===== config.mk =====
export PLATFORM = sky130hd
export DESIGN_NAME = shp3_queue
export DESIGN_NICKNAME = d
export VERILOG_FILES = /design/src/rtl/shp3_pkg.sv /design/src/rtl/shp3_queue.sv
export SDC_FILE = /design/constraint.sdc
export NUM_CORES = 1
export LEC_CHECK = 0
export BUFFER_PORTS_ARGS = -buffer_cell sky130_fd_sc_hd__buf_2
export CAP_MARGIN = 20
export CORE_MARGIN = 2
export CORE_UTILIZATION = 30
export DETAILED_ROUTE_END_ITERATION = 10
export PLACE_DENSITY = 0.57
export SLEW_MARGIN = 15
export SYNTH_ARGS = -nofsm -noshare
export SYNTH_HDL_FRONTEND = slang
export SYNTH_SLANG_ARGS = --single-unit

===== constraint.sdc =====
create_clock -name clk_i -period 3.13 [get_ports clk_i]
set_clock_uncertainty 0.05 [all_clocks]
set_input_delay 0.313 -clock clk_i [delete_from_list [all_inputs] [get_ports clk_i]]
set_output_delay 0.313 -clock clk_i [all_outputs]
set_load 0.02 [all_outputs]

===== src/rtl/shp3_pkg.sv =====
// ----------------------------------------------------------------------------
// shp3_pkg
// Shared constants, types and register codes of the 3x3 sharpening filter.
// ----------------------------------------------------------------------------
package shp3_pkg;

  localparam int MAX_WIDTH     = 2048;
  localparam int MAX_CHANNELS  = 4;
  localparam int MAX_HEIGHT    = 4096;
  localparam int STORE_DEPTH   = MAX_WIDTH * MAX_CHANNELS;
  localparam int ADDR_W        = $clog2(STORE_DEPTH);
  localparam int CSEL_W        = $clog2(MAX_CHANNELS);
  localparam int KERNEL_CENTRE = 5;

  localparam int SAMPLE_W = 8;
  localparam int WIDTH_W  = 12;
  localparam int HEIGHT_W = 13;
  localparam int CHAN_W   = 3;
  localparam int ROW_W    = 12;
  localparam int IDX_W    = 13;
  localparam int LEN_W    = 14;
  localparam int SUM_W    = 12;

  localparam int QUEUE_DEPTH = 4;
  localparam int QPTR_W      = $clog2(QUEUE_DEPTH);
  localparam int QCNT_W      = $clog2(QUEUE_DEPTH + 1);
  localparam int CREDIT_W    = QCNT_W + 1;

  localparam int APB_ADDR_W = 4;
  localparam int APB_DATA_W = 32;

  localparam logic [WIDTH_W-1:0]  WIDTH_RESET  = WIDTH_W'(640);
  localparam logic [HEIGHT_W-1:0] HEIGHT_RESET = HEIGHT_W'(480);
  localparam logic [CHAN_W-1:0]   CHAN_RESET   = CHAN_W'(3);

  typedef enum logic [1:0] {
    REG_FRAME_WIDTH   = 2'd0,
    REG_FRAME_HEIGHT  = 2'd1,
    REG_CHANNEL_COUNT = 2'd2
  } cfg_reg_e;

  typedef struct packed {
    logic [WIDTH_W-1:0]  width;
    logic [HEIGHT_W-1:0] height;
    logic [CHAN_W-1:0]   chans;
    logic [LEN_W-1:0]    len;
  } cfg_t;

  typedef struct packed {
    logic [SAMPLE_W-1:0] value;
    logic [ROW_W-1:0]    row;
    logic [IDX_W-1:0]    idx;
    logic                last_row;
    logic                eof;
  } item_t;

endpackage


===== src/rtl/shp3_queue.sv =====
// ----------------------------------------------------------------------------
// shp3_queue
// Small FIFO decoupling the filter front from the result sequencer.
// ----------------------------------------------------------------------------
module shp3_queue (
  input  logic                        clk_i,
  input  logic                        rst_ni,
  input  logic                        push_i,
  input  shp3_pkg::item_t             item_i,
  input  logic                        pop_i,
  output shp3_pkg::item_t             head_o,
  output logic [shp3_pkg::QCNT_W-1:0] count_o
);
  import shp3_pkg::*;

  item_t             entry_q [QUEUE_DEPTH];
  logic [QPTR_W-1:0] wptr_q, rptr_q;
  logic [QCNT_W-1:0] count_q;

  always_ff @(posedge clk_i or negedge rst_ni) begin
    if (!rst_ni) begin
      wptr_q  <= '0;
      rptr_q  <= '0;
      count_q <= '0;
    end else begin
      if (push_i) begin
        wptr_q <= wptr_q + QPTR_W'(1);
      end
      if (pop_i) begin
        rptr_q <= rptr_q + QPTR_W'(1);
      end
      count_q <= count_q + QCNT_W'(push_i) - QCNT_W'(pop_i);
    end
  end

  always_ff @(posedge clk_i) begin
    if (push_i) begin
      entry_q[wptr_q] <= item_i;
    end
  end

  assign head_o  = entry_q[rptr_q];
  assign count_o = count_q;

endmodule


After elaboration in Yosys (flattened, before gate mapping)
Memory sizes are Yosys's and may differ from the RTL's.
Index checks and enable logic that the tools add are counted.
Operators by class
  $add $sub $neg: 4
  muxes and demuxes: 2
Operators by type and width (count)
  2-bit by 1-bit adder with 2-bit output, second input constant: 2
  3-bit by 1-bit adder with 3-bit output: 1
  3-bit by 1-bit subtractor with 3-bit output: 1
  1-bit 2-to-1 mux: 2
Word-level totals
  bits in registers: 7
  RAM bits: 140
  input port bits: 39
  output and inout bits: 38
  word-level logic and storage cells: 10
  memories: 1
Memory list
  entry_q: words 4, bits a word 35, rd ports 1, clocked after memory_dff 0, write ports 1, line shp3_queue.sv:16  | item_t entry_q [QUEUE_DEPTH];

Logic depth before layout (Yosys ltp)
  depth in word-level cells: 2
  depth in mapped cells: 7
  mapped depth without buffers: 7

Worst setup path before layout
OpenSTA, ideal clock, no wires.
  path kind: reg2reg
  from: register wptr_q[0]
  to: memory entry_q[0][0] (netlist name), enable pin
  library setup time: 395 ps
  data arrival time: 1477 ps
  path slack: 1207 ps
  cell stages (with the launch flop): 4
  buffers on the path: 0
  cell sequence: dfrtp_1 > inv_1 > ha_1 > and2_1
RTL lines
  start, declared: line shp3_queue.sv:17  | logic [QPTR_W-1:0] wptr_q, rptr_q;
  start signal, assigned: line shp3_queue.sv:27  | wptr_q <= wptr_q + QPTR_W'(1);
  end, declared: line shp3_queue.sv:16
Straight into the memory's write port.

==> flow_metrics.tcl <==
set metrics [dict create \
    seqPwrFrac 0.419 \
    fin_hold_ws_ns 0.0625 \
    diodes 0 \
    first_global_vias 2750 \
    synth_area_mm2 0.00548 \
    end_kind "output port" \
    worst_path_largest_cell_delay_ns 0.71 \
    cp.required_ns 2.77 \
    share_comb_of_total_power 0.287 \
    ff2ff_setup_slack_ns 1.34 \
    max-cap-violations 0 \
    synthToLayoutAreaGrowth_pct 23.2 \
    worstMarginPinSlew_ns 0.571 \
    num_rows 49 \
    nets 360 \
    grt_pass1_wl_mm 15.6 \
    io_pins 77 \
    drc_errors 0 \
    crit_slowest_cell "dfrtp_2" \
    final_common_cell "edfxtp_1" \
    fin_crit_ns 2.49 \
    worstHoldStart "item_i[3]" \
    r2r_start "wptr_q[0]$_DFFE_PN0P_" \
    switching_share 0.300 \
    cts_inserted_buffers 17 \
    grt_max_degree 21 \
    hpwlAfterDp_mm 6.52 \
    overflow 0 \
    initial_core_util 0.305 \
    io_buffers 76 \
    clkTransAtPathRegs_ns 0.06 \
    power_leakage_nw 2.37 \
    die_w_um 139 \
    cp_cell_sequence "buf_4 -> mux4_2 -> buf_2" \
    antenna_left 0 \
    ys_seq_area_frac 0.799 \
    cp_data_arrival_time_ns 2.13 \
    crit_family "flip-flops" \
    die_h_um 139 \
    cp-startpoint "rptr_q[0]$_DFFE_PN0P_" \
    vias 2463 \
    post_cts_buffers 0 \
    seqCellArea_mm2 0.00438 \
    viasPerCell 4.44 \
    crit_fanout 16 \
    post-route-period-util 0.795 \
    fmax_mhz 402 \
    clockPowerShare 0.294 \
    power.density_mw_per_mm2 984 \
    gp_congestion 0.640 \
    maxSlewViolCount 0 \
    yosys_warnings 0 \
    syn_inst 215 \
    wl_per_cell_um 17.9 \
    drt_iter0_markers 111 \
    avgSynthCellArea_um2 25.5 \
    setup_viol 0 \
    cts-htree-levels 4 \
    layout-drive-gt1-share 0.451 \
    first_pass_iters 4 \
    start_kind "flip-flop" \
    synth_cell_types 15 \
    clk_latency_ns 0.41 \
    die_area_mm2 0.0194 \
    worst-path-buf-inv 2 \
    antenna_found_initial 1 \
    post_cts_resized 0 \
    cts_root_buf "clkbuf_16" \
    fillers 1649 \
    syn_nets 261 \
    hold_violations 0 \
    hold_class "input port to flip-flop" \
    status "finished clean" \
    holdBufCountCts 1 \
    maxSlewHeadroom 0.619 \
    track_usage 0.110 \
    ys_seq_elements 147 \
    clock_path_buffers 2 \
    grt_setup_unrepaired "no" \
    final_cell_mix "edfxtp_1, buf_2, mux4_2, clkbuf_16, buf_4" \
    tns_ns 0 \
    core-area_mm2 0.0180 \
    critical_path_class "flip-flop to output port" \
    cts_sinks 147 \
    cts_tree "done" \
    route.final.wire_length_mm 9.91 \
    max-vdd-ir-drop_uv 404 \
    power.switching_mw 1.99 \
    multi_input_area_um2 996 \
    p_int_mw 4.65 \
]
==> synthesized netlist by cell type <==
| master | count | share of area |
|---|---|---|
| fa_1 | 1 | 0.0037 |
| mux4_2 | 28 | 0.11 |
| xor2_1 | 2 | 0.0032 |
| dfrtp_1 | 7 | 0.032 |
| o21ai_0 | 1 | 0.00091 |
| nand2_1 | 2 | 0.0014 |
| and2_1 | 4 | 0.0046 |
| inv_1 | 6 | 0.0041 |
| mux4_1 | 7 | 0.034 |
| buf_2 | 4 | 0.0037 |
| edfxtp_1 | 140 | 0.77 |
| xnor2_1 | 3 | 0.0048 |
| ha_1 | 6 | 0.014 |
| buf_12 | 3 | 0.011 |
| buf_6 | 1 | 0.0021 |
==> registers in the layout (all words and copies together) (netlist names) <==
signal	flops
wptr_q	2
rptr_q	2
count_o	3
entry_q	140
==> path summary, 6_finish.rpt <==
check                                          end  depth (start not counted)
max                                     head_o[25]                          3
min                        entry_q[3][3]$_DFFE_PP_                          1
max reg2reg                entry_q[2][7]$_DFFE_PP_                          4
min reg2reg                  wptr_q[0]$_DFFE_PN0P_                          1
max in group asynchronous    rptr_q[1]$_DFFE_PN0P_                          2
min in group asynchronous     count_o[0]$_DFF_PN0_                          2
==> routing by layer <==
metal  vias to the layer above  part of all wire  GRT usage
met5                         -                 0          0
met4                         0             0.019     0.0542
met3                        19             0.047     0.0397
met2                        56              0.51      0.181
met1                      1286              0.42      0.129
li1                       1102                 -          -
==> final cells by class <==
type / instances / area share
flip-flops and latches: 147 / 0.649
multi-input cells: 54 / 0.147
repair buffers: 88 / 0.0737
clock buffers: 18 / 0.0635
well taps: 229 / 0.0424
clock inverters: 13 / 0.0211
inverters: 6 / 0.00333
==> kinds of logic (layout without fill, tap and decap cells) <==
group / Yosys count / in the layout / share of synthesized area
flip-flops: 147 / 147 / 0.799
multiplexers: 35 / 35 / 0.149
buffers and inverters: 14 / 125 / 0.0208
adder cells (fa/ha/maj): 7 / 7 / 0.0173
AND/OR/NAND/NOR: 6 / 6 / 0.00593
XOR/XNOR: 5 / 5 / 0.00799
AO/OA/AOI/OAI: 1 / 1 / 0.000912
==> stage by stage <==
step                      setup slack (ns)  cell area [µm²]  cells  power, mW   util
after CTS                            0.553             6760    555       6.79  0.376
after global placement                1.03             6170    523       4.76  0.344
after global routing                 0.491             6760    555       6.99  0.376
after detailed placement              1.01             6170    523       4.81  0.344
final                                0.641             6760    555       6.65  0.376
after floorplan                       1.21             5480    215       4.18      -
==> power by group through the flow <==
stage / Sequential, mW / Clock (mW) / Combinational (mW)
5_1_grt: 2.84 / 2.09 / 2.06
6_report: 2.79 / 1.95 / 1.91
3_5_place_dp: 2.84 / 0 / 1.97
3_3_place_gp: 2.82 / 0 / 1.94
4_1_cts: 2.80 / 2.01 / 1.98
2_1_floorplan: 2.72 / 0 / 1.46
No activity file was read; power rests on OpenSTA's default activity.
