## config.mk

```make
export PLATFORM = sky130hd
export DESIGN_NAME = shp3_back_flat
export DESIGN_NICKNAME = d
export VERILOG_FILES = /design/src/rtl/shp3_pkg.sv /design/src/rtl/shp3_stream_if.sv /design/src/rtl/shp3_back.sv /design/src/flat_wrapper.sv
export SDC_FILE = /design/constraint.sdc
export NUM_CORES = 1
export LEC_CHECK = 0
export ABC_AREA = 1
export BUFFER_PORTS_ARGS = -buffer_cell sky130_fd_sc_hd__buf_2
export CORE_MARGIN = 4
export CORE_UTILIZATION = 45
export DETAILED_ROUTE_END_ITERATION = 8
export GPL_TIMING_DRIVEN = 1
export PLACE_DENSITY = 0.85
export SETUP_SLACK_MARGIN = 0.15
export SLEW_MARGIN = 20
export SYNTH_ARGS = -nofsm -noshare
export SYNTH_HDL_FRONTEND = slang
export SYNTH_SLANG_ARGS = --single-unit
export TNS_END_PERCENT = 20
```

## constraint.sdc

```tcl
create_clock -name clk_i -period 2.3 [get_ports clk_i]
set_input_delay 0 -clock clk_i [delete_from_list [all_inputs] [get_ports clk_i]]
set_output_delay 0 -clock clk_i [all_outputs]
set_load 0.01 [all_outputs]
```

## src/rtl/shp3_pkg.sv

```systemverilog
// ----------------------------------------------------------------------------
// shp3_pkg
// Shared constants, types and register codes of the 3x3 sharpening filter.
// ----------------------------------------------------------------------------
package shp3_pkg;

  localparam int MAX_WIDTH     = 2048;
  localparam int MAX_CHANNELS  = 4;
  localparam int MAX_HEIGHT    = 4096;
  localparam int STORE_DEPTH   = MAX_WIDTH * MAX_CHANNELS;
  localparam int ADDR_W        = $clog2(STORE_DEPTH);
  localparam int CSEL_W        = $clog2(MAX_CHANNELS);
  localparam int KERNEL_CENTRE = 5;

  localparam int SAMPLE_W = 8;
  localparam int WIDTH_W  = 12;
  localparam int HEIGHT_W = 13;
  localparam int CHAN_W   = 3;
  localparam int ROW_W    = 12;
  localparam int IDX_W    = 13;
  localparam int LEN_W    = 14;
  localparam int SUM_W    = 12;

  localparam int QUEUE_DEPTH = 4;
  localparam int QPTR_W      = $clog2(QUEUE_DEPTH);
  localparam int QCNT_W      = $clog2(QUEUE_DEPTH + 1);
  localparam int CREDIT_W    = QCNT_W + 1;

  localparam int APB_ADDR_W = 4;
  localparam int APB_DATA_W = 32;

  localparam logic [WIDTH_W-1:0]  WIDTH_RESET  = WIDTH_W'(640);
  localparam logic [HEIGHT_W-1:0] HEIGHT_RESET = HEIGHT_W'(480);
  localparam logic [CHAN_W-1:0]   CHAN_RESET   = CHAN_W'(3);

  typedef enum logic [1:0] {
    REG_FRAME_WIDTH   = 2'd0,
    REG_FRAME_HEIGHT  = 2'd1,
    REG_CHANNEL_COUNT = 2'd2
  } cfg_reg_e;

  typedef struct packed {
    logic [WIDTH_W-1:0]  width;
    logic [HEIGHT_W-1:0] height;
    logic [CHAN_W-1:0]   chans;
    logic [LEN_W-1:0]    len;
  } cfg_t;

  typedef struct packed {
    logic [SAMPLE_W-1:0] value;
    logic [ROW_W-1:0]    row;
    logic [IDX_W-1:0]    idx;
    logic                last_row;
    logic                eof;
  } item_t;

endpackage

```

## src/rtl/shp3_stream_if.sv

```systemverilog


interface shp3_out_if;
  import shp3_pkg::*;

  logic                valid;
  logic                ready;
  logic [SAMPLE_W-1:0] pixel_value;
  logic [ROW_W-1:0]    out_row;
  logic [IDX_W-1:0]    out_byte_index;
  logic                end_of_run;
  logic                end_of_frame;

  modport source (output valid, output pixel_value, output out_row,
                  output out_byte_index, output end_of_run, output end_of_frame,
                  input ready);
  modport sink   (input valid, input pixel_value, input out_row,
                  input out_byte_index, input end_of_run, input end_of_frame,
                  output ready);
endinterface

```

## src/rtl/shp3_back.sv

```systemverilog
// ----------------------------------------------------------------------------
// shp3_back
// Result sequencer: expands each queued entry into one or two output bytes
// and holds them in the output register.
// ----------------------------------------------------------------------------
module shp3_back (
  input  logic                        clk_i,
  input  logic                        rst_ni,
  input  shp3_pkg::item_t             head_i,
  input  logic [shp3_pkg::QCNT_W-1:0] count_i,
  output logic                        pop_o,
  shp3_out_if.source                  out_o
);
  import shp3_pkg::*;

  logic                ov_q, ov_d;
  logic                phase_q, phase_d;
  logic                load;
  logic                avail;
  logic [SAMPLE_W-1:0] val_q, val_d;
  logic [ROW_W-1:0]    row_q, row_d;
  logic [IDX_W-1:0]    idx_q, idx_d;
  logic                eor_q, eor_d;
  logic                eof_q, eof_d;

  assign avail = (count_i != '0);
  assign load  = ~ov_q | out_o.ready;

  always_comb begin
    ov_d    = ov_q;
    phase_d = phase_q;
    pop_o   = 1'b0;
    val_d   = val_q;
    row_d   = row_q;
    idx_d   = idx_q;
    eor_d   = eor_q;
    eof_d   = eof_q;
    if (load) begin
      ov_d = avail;
      if (avail) begin
        idx_d = head_i.idx;
        if (!phase_q) begin
          val_d   = head_i.value;
          row_d   = head_i.row - ROW_W'(1);
          eor_d   = ~head_i.last_row;
          eof_d   = 1'b0;
          phase_d = head_i.last_row;
          pop_o   = ~head_i.last_row;
        end else begin
          val_d   = '0;
          row_d   = head_i.row;
          eor_d   = 1'b1;
          eof_d   = head_i.eof;
          phase_d = 1'b0;
          pop_o   = 1'b1;
        end
      end
    end
  end

  always_ff @(posedge clk_i or negedge rst_ni) begin
    if (!rst_ni) begin
      ov_q    <= 1'b0;
      phase_q <= 1'b0;
    end else begin
      ov_q    <= ov_d;
      phase_q <= phase_d;
    end
  end

  always_ff @(posedge clk_i) begin
    val_q <= val_d;
    row_q <= row_d;
    idx_q <= idx_d;
    eor_q <= eor_d;
    eof_q <= eof_d;
  end

  assign out_o.valid          = ov_q;
  assign out_o.pixel_value    = val_q;
  assign out_o.out_row        = row_q;
  assign out_o.out_byte_index = idx_q;
  assign out_o.end_of_run     = eor_q;
  assign out_o.end_of_frame   = eof_q;

endmodule

```

## src/flat_wrapper.sv

```systemverilog
// flat-port wrapper written by rule: the top's interface ports become plain ports
module shp3_back_flat import shp3_pkg::*;
  (clk_i, rst_ni, head_i, count_i, pop_o, out_o_valid, out_o_pixel_value, out_o_out_row, out_o_out_byte_index, out_o_end_of_run, out_o_end_of_frame, out_o_ready);
  shp3_out_if out_o_i ();
  input  logic clk_i;
  input  logic rst_ni;
  input  shp3_pkg::item_t head_i;
  input  logic [shp3_pkg::QCNT_W-1:0] count_i;
  output logic pop_o;
  output wire logic [$bits(out_o_i.valid)-1:0] out_o_valid;
  output wire logic [$bits(out_o_i.pixel_value)-1:0] out_o_pixel_value;
  output wire logic [$bits(out_o_i.out_row)-1:0] out_o_out_row;
  output wire logic [$bits(out_o_i.out_byte_index)-1:0] out_o_out_byte_index;
  output wire logic [$bits(out_o_i.end_of_run)-1:0] out_o_end_of_run;
  output wire logic [$bits(out_o_i.end_of_frame)-1:0] out_o_end_of_frame;
  input wire logic [$bits(out_o_i.ready)-1:0] out_o_ready;
  assign out_o_valid = out_o_i.valid;
  assign out_o_pixel_value = out_o_i.pixel_value;
  assign out_o_out_row = out_o_i.out_row;
  assign out_o_out_byte_index = out_o_i.out_byte_index;
  assign out_o_end_of_run = out_o_i.end_of_run;
  assign out_o_end_of_frame = out_o_i.end_of_frame;
  assign out_o_i.ready = out_o_ready;
  shp3_back u_core (.clk_i(clk_i), .rst_ni(rst_ni), .head_i(head_i), .count_i(count_i), .pop_o(pop_o), .out_o(out_o_i));
endmodule
```

## Yosys cells after proc, flatten, opt, wreduce, memory -nomap -nowiden

Cells that the tools add are included.
W data, S select, Z words.

| operators by class | value |
|---|---|
| shift-type cells | 0 |
| equality and inequality tests | 0 |
| muxes and demuxes | 5 |
| bitwise operators | 3 |
| add/subtract/negate cells | 1 |
| magnitude comparators | 0 |
| div/mod/pow operators | 0 |
| multipliers | 0 |
| reductions and logical operators | 2 |

Operators by type and width:

| kind | number |
|---|---|
| $mux W12 | 1 |
| $sub A12 B1 Y12 const B | 1 |
| $mux W1 | 4 |
| $reduce_bool A3 Y1 | 1 |
| $not A1 Y1 | 2 |
| $reduce_and A2 Y1 | 1 |
| $or A1 B1 Y1 | 1 |

| word-level totals | value |
|---|---|
| memory bits (writable) | 0 |
| output and inout bits | 37 |
| word-level logic and storage cells | 18 |
| input port bits | 41 |
| memories kept | 0 |
| bits in latches | 0 |
| bits in read-only memories | 0 |
| register bits | 37 |

## Longest topological paths before layout

| depth | value |
|---|---|
| depth in word-level cells | 4 |
| depth in mapped cells | 8 |
| depth with buffers taken out | 8 |

## Worst setup path before layout

No wires, ideal clock.

| timing | value |
|---|---|
| path kind | register -> register |
| start | register u_core.ov_q, in the netlist u_core.out_o.valid |
| end | register u_core.eof_q, in the netlist u_core.out_o.end_of_frame, enable pin |
| library setup time | 0.390 ns |
| path slack | 0.631 ns |
| period minus slack after synthesis | 1.669 ns |
| arrival | 1.279 ns |
| path buffers | 0 |
| cell stages (with the launch flop) | 4 |
| data required time | 1.910 ns |
| path through | dfrtp_1 > nand2_1 > nand2_1 > inv_1 |

| on the way | value |
|---|---|
| longest elaborated chain between the ends | 3 |

Ends and longest elaborated chain:

| what | RTL line | source |
|---|---|---|
| start, declared | shp3_back.sv:16 | `logic ov_q, ov_d;` |
| start signal, assigned | shp3_back.sv:66 | `ov_q <= ov_d;` |
| $not A1 Y1 | shp3_back.sv:27 | `assign load = ~ov_q \| out_o.ready;` |
| $or A1 B1 Y1 | shp3_back.sv:27 |  |
| $reduce_and A2 Y1 (no line) | - |  |
| end signal, assigned | shp3_back.sv:76 | `eof_q <= eof_d;` |
| end, declared | shp3_back.sv:24 | `logic eof_q, eof_d;` |

Every way passes these cells.
A chain may end at the register's enable or synchronous reset.

## Final worst setup path

| timing | value |
|---|---|
| start | register u_core.phase_q |
| end | output port pop_o |

| on the way | value |
|---|---|
| longest elaborated chain between the ends | 3 |

Ends and longest elaborated chain:

| what | RTL line | source |
|---|---|---|
| start, declared | shp3_back.sv:17 | `logic phase_q, phase_d;` |
| start signal, assigned | shp3_back.sv:67 | `phase_q <= phase_d;` |
| $mux W1 | shp3_back.sv:42 | `if (!phase_q) begin` |
| $mux W1 | shp3_back.sv:40 | `if (avail) begin` |
| $mux W1 | shp3_back.sv:38 | `if (load) begin` |
| end, declared | flat_wrapper.sv:9 | `output logic pop_o;` |

Every way passes these cells.

==> out/results.ini <==
[drt]
vias_per_cell=4.38
via_count=1314
dr.pass1.iters=4
wl_per_cell_microns=12.6
wl_mm=3.77
wl_met2_mm=2.09
drtIter0Drc=65
wl_met1_mm=1.34
wl_met3_microns=270
drc=0
highest_layer=met4
antenna_left=0

[die]
die_h_microns=67.4
rows=21
die_area_sq_um=4550
die_w_microns=67.4
io_pins=78
core_area_sq_um=3360
initial_core_util_pct=47.2

[timing]
finalSetupTns_ns=0
final.setup_skew_ns=0.00318
rsz0062_at_grt=false
setup_viol=0
fin_crit_ns=1.52
max-slew-margin-rel_pct=61.9
hold_viol_final=0
timing.fmax_mhz=659
slew_viol_final=0
fin_crit_sh_pct=66.0
tightest_slew_ns=0.572

[worst_setup_path]
cp_slowest_cell=dfrtp_1
worstPathArrival_ns=1.52
reg2reg_slack_ns=0.86
worst_path_dominant_cell_family=flip-flops
reg2reg_to=u_core.out_o.out_row[9]$_DFFE_PP_
crit_type=reg -> out
worstReg2RegStart=u_core.phase_q$_DFFE_PN0P_
endpoint_kind=primary output
cp-start-kind=flop
crit_path_frequent_cell=nor2_1
critPathMaxFanout=16
worstPathRequired_ns=2.30
rr_worst_depth=6
path_cells=nor2_1 > nor2_1 > buf_2
cpPeakStageDelay_ns=0.72
crit_buf_inv=1

[synthesis]
yosysWarnings=0
synth_nets=179
synth_area_sq_um=1590
ys_types=20
yosysSeqAreaShare_pct=69.3
syn_inst=137
syn_area_per_cell_sq_um=11.6
synth_seq_cells=37

[clock_network]
cts_root_buffer=clkbuf_4
cts_htree_levels=2
post_cts_buffers=0
postCtsHoldBufs=33
cts_sinks=37
worstSkewPairLatency_ns=0.34
cts_buffers=5
cts.path.max_buffers=2
clk_pin_slew_ns=0.11
cts_tree=done
cts.repair.resized=0

[power_and_ir_drop]
power.share.clock_pct=21.4
power_density_nw_per_um2=609
pwr-share-comb_pct=19.7
p_sw_share_pct=26.6
power_mw=1.46
seqPwrFrac_pct=58.9
p_leak_nw=1.17
peakVddDrop_mv=0.347
switchingPower_uw=390
p_int_mw=1.07

[grt]
grt_pass1_vias=1319
antenna_found_initial=0
overflow=0
grt_pass1_wl_mm=5.96
grt_start_max_net_pins=36
grt_usage_pct=18.1

[place]
portBuffers=77
dp.cells=259
place_area_sq_um=2020
gp_congestion=0.832
hpwl_mm=2.43

[worst_hold_path]
holdCritPathClass=in -> reg
worstHoldStart=head_i[22]
worstHoldEndpoint=u_core.out_o.out_row[7]$_DFFE_PP_
holdPathStages=3

[outcome]
outcome=finished, final reports clean

[layout]
final_common_cell=buf_2
layout_common_cells=buf_2 (77), edfxtp_1 (35), dlygate4sd3_1 (33)
area_growth_pct=51.3
drive_above_1_share_pct=35.8
fillers=254
design_area_sq_um=2400
stdcell_count=300
antennaDiodeCount=0
nNetsFinal=295

[job]
maxCapViolCount=0

-- routing by layer --
| metal | vias up | global-route usage [%] |
|---|---|---|
| li1 | 666 | - |
| met1 | 597 | 18.9 |
| met2 | 45 | 34.5 |
| met3 | 6 | 4.99 |
| met4 | 0 | 6.08 |
| met5 | - | 0 |
-- worst register-to-register path, delay by kind of cell (launching register included) --
family	cells	cell delay, ns
simple gates	6	0.61
flops	1	0.60
-- flip-flops by register name, summed over array words and instances (netlist names) --
register	count
u_core.out_o.end_of_run	1
u_core.phase_q	1
u_core.out_o.pixel_value	8
u_core.out_o.valid	1
u_core.out_o.out_row	12
u_core.out_o.end_of_frame	1
u_core.out_o.out_byte_index	13
-- logic make-up (layout without fill, tap and decap cells) --
| family | after synthesis | in the layout | synth area share (%) |
|---|---|---|---|
| AND/OR/NAND/NOR | 61 | 61 | 18.7 |
| XOR/XNOR | 4 | 4 | 2.21 |
| flip-flops | 37 | 37 | 69.3 |
| buffers and inverters | 29 | 146 | 7.40 |
| adder cells (fa/ha/maj) | 1 | 1 | 0.787 |
| AO/OA/AOI/OAI | 5 | 5 | 1.57 |
-- metrics by stage --
step	worst slack, ns	util (%)	hold WS, ns
floorplan	0.631	-	-0.296
global placement	0.897	60.2	-0.212
detailed placement	0.871	60.2	-0.211
CTS	0.757	71.5	0.00573
global route	0.593	71.5	0.00748
finish	0.782	71.5	0.0159
-- synth_stat cells --
library cell  number  share of area (%)
nand2_4            1               0.71
nor2_4             3                2.1
nand3_1            5                1.6
o21ai_1            1               0.31
buf_2              1               0.31
nand2_1           26                6.1
nand3b_1           2               0.94
nor2_1            21                5.0
xnor2_1            2                1.1
a21oi_1            1               0.31
buf_6              1               0.71
dfrtp_1            2                3.1
ha_1               1               0.79
o21ai_0            3               0.94
nand3_2            1               0.63
nor2_8             1                1.3
inv_1             27                6.4
edfxtp_1          35                 66
nand2_2            1               0.39
xor2_1             2                1.1
-- power groups by stage --
stage / Sequential, mW / Combinational [mW] / Clock (mW)
2_1_floorplan: 0.901 / 0.102 / 0
3_3_place_gp: 0.874 / 0.238 / 0
3_5_place_dp: 0.877 / 0.244 / 0
4_1_cts: 0.861 / 0.288 / 0.320
5_1_grt: 0.869 / 0.319 / 0.361
6_report: 0.862 / 0.288 / 0.313
-- layout make-up --
type | instances | area [sq um] | share of cell area (%)
flip-flops and latches | 37 | 1100 | 45.8
repair buffers | 111 | 723 | 30.1
multi-input cells | 71 | 370 | 15.4
inverters | 27 | 101 | 4.22
well taps | 46 | 57.6 | 2.39
clock buffers | 5 | 37.5 | 1.56
clock inverters | 3 | 12.5 | 0.521
-- worst max-delay path by stage --
stage                                        start                                      end  slack (ns)  cells past startpoint
floorplan           u_core.out_o.valid$_DFFE_PN0P_  u_core.out_o.end_of_frame$_SDFFCE_PN0P_        0.63                      3
global placement        u_core.phase_q$_DFFE_PN0P_       u_core.out_o.out_row[10]$_DFFE_PP_        0.90                      5
detailed placement      u_core.phase_q$_DFFE_PN0P_       u_core.out_o.out_row[10]$_DFFE_PP_        0.87                      5
CTS                     u_core.phase_q$_DFFE_PN0P_                                    pop_o        0.76                      3
global route            u_core.phase_q$_DFFE_PN0P_                                    pop_o        0.59                      3
finish                  u_core.phase_q$_DFFE_PN0P_                                    pop_o        0.78                      3
Note: power is estimated with default switching activity, not from simulation.
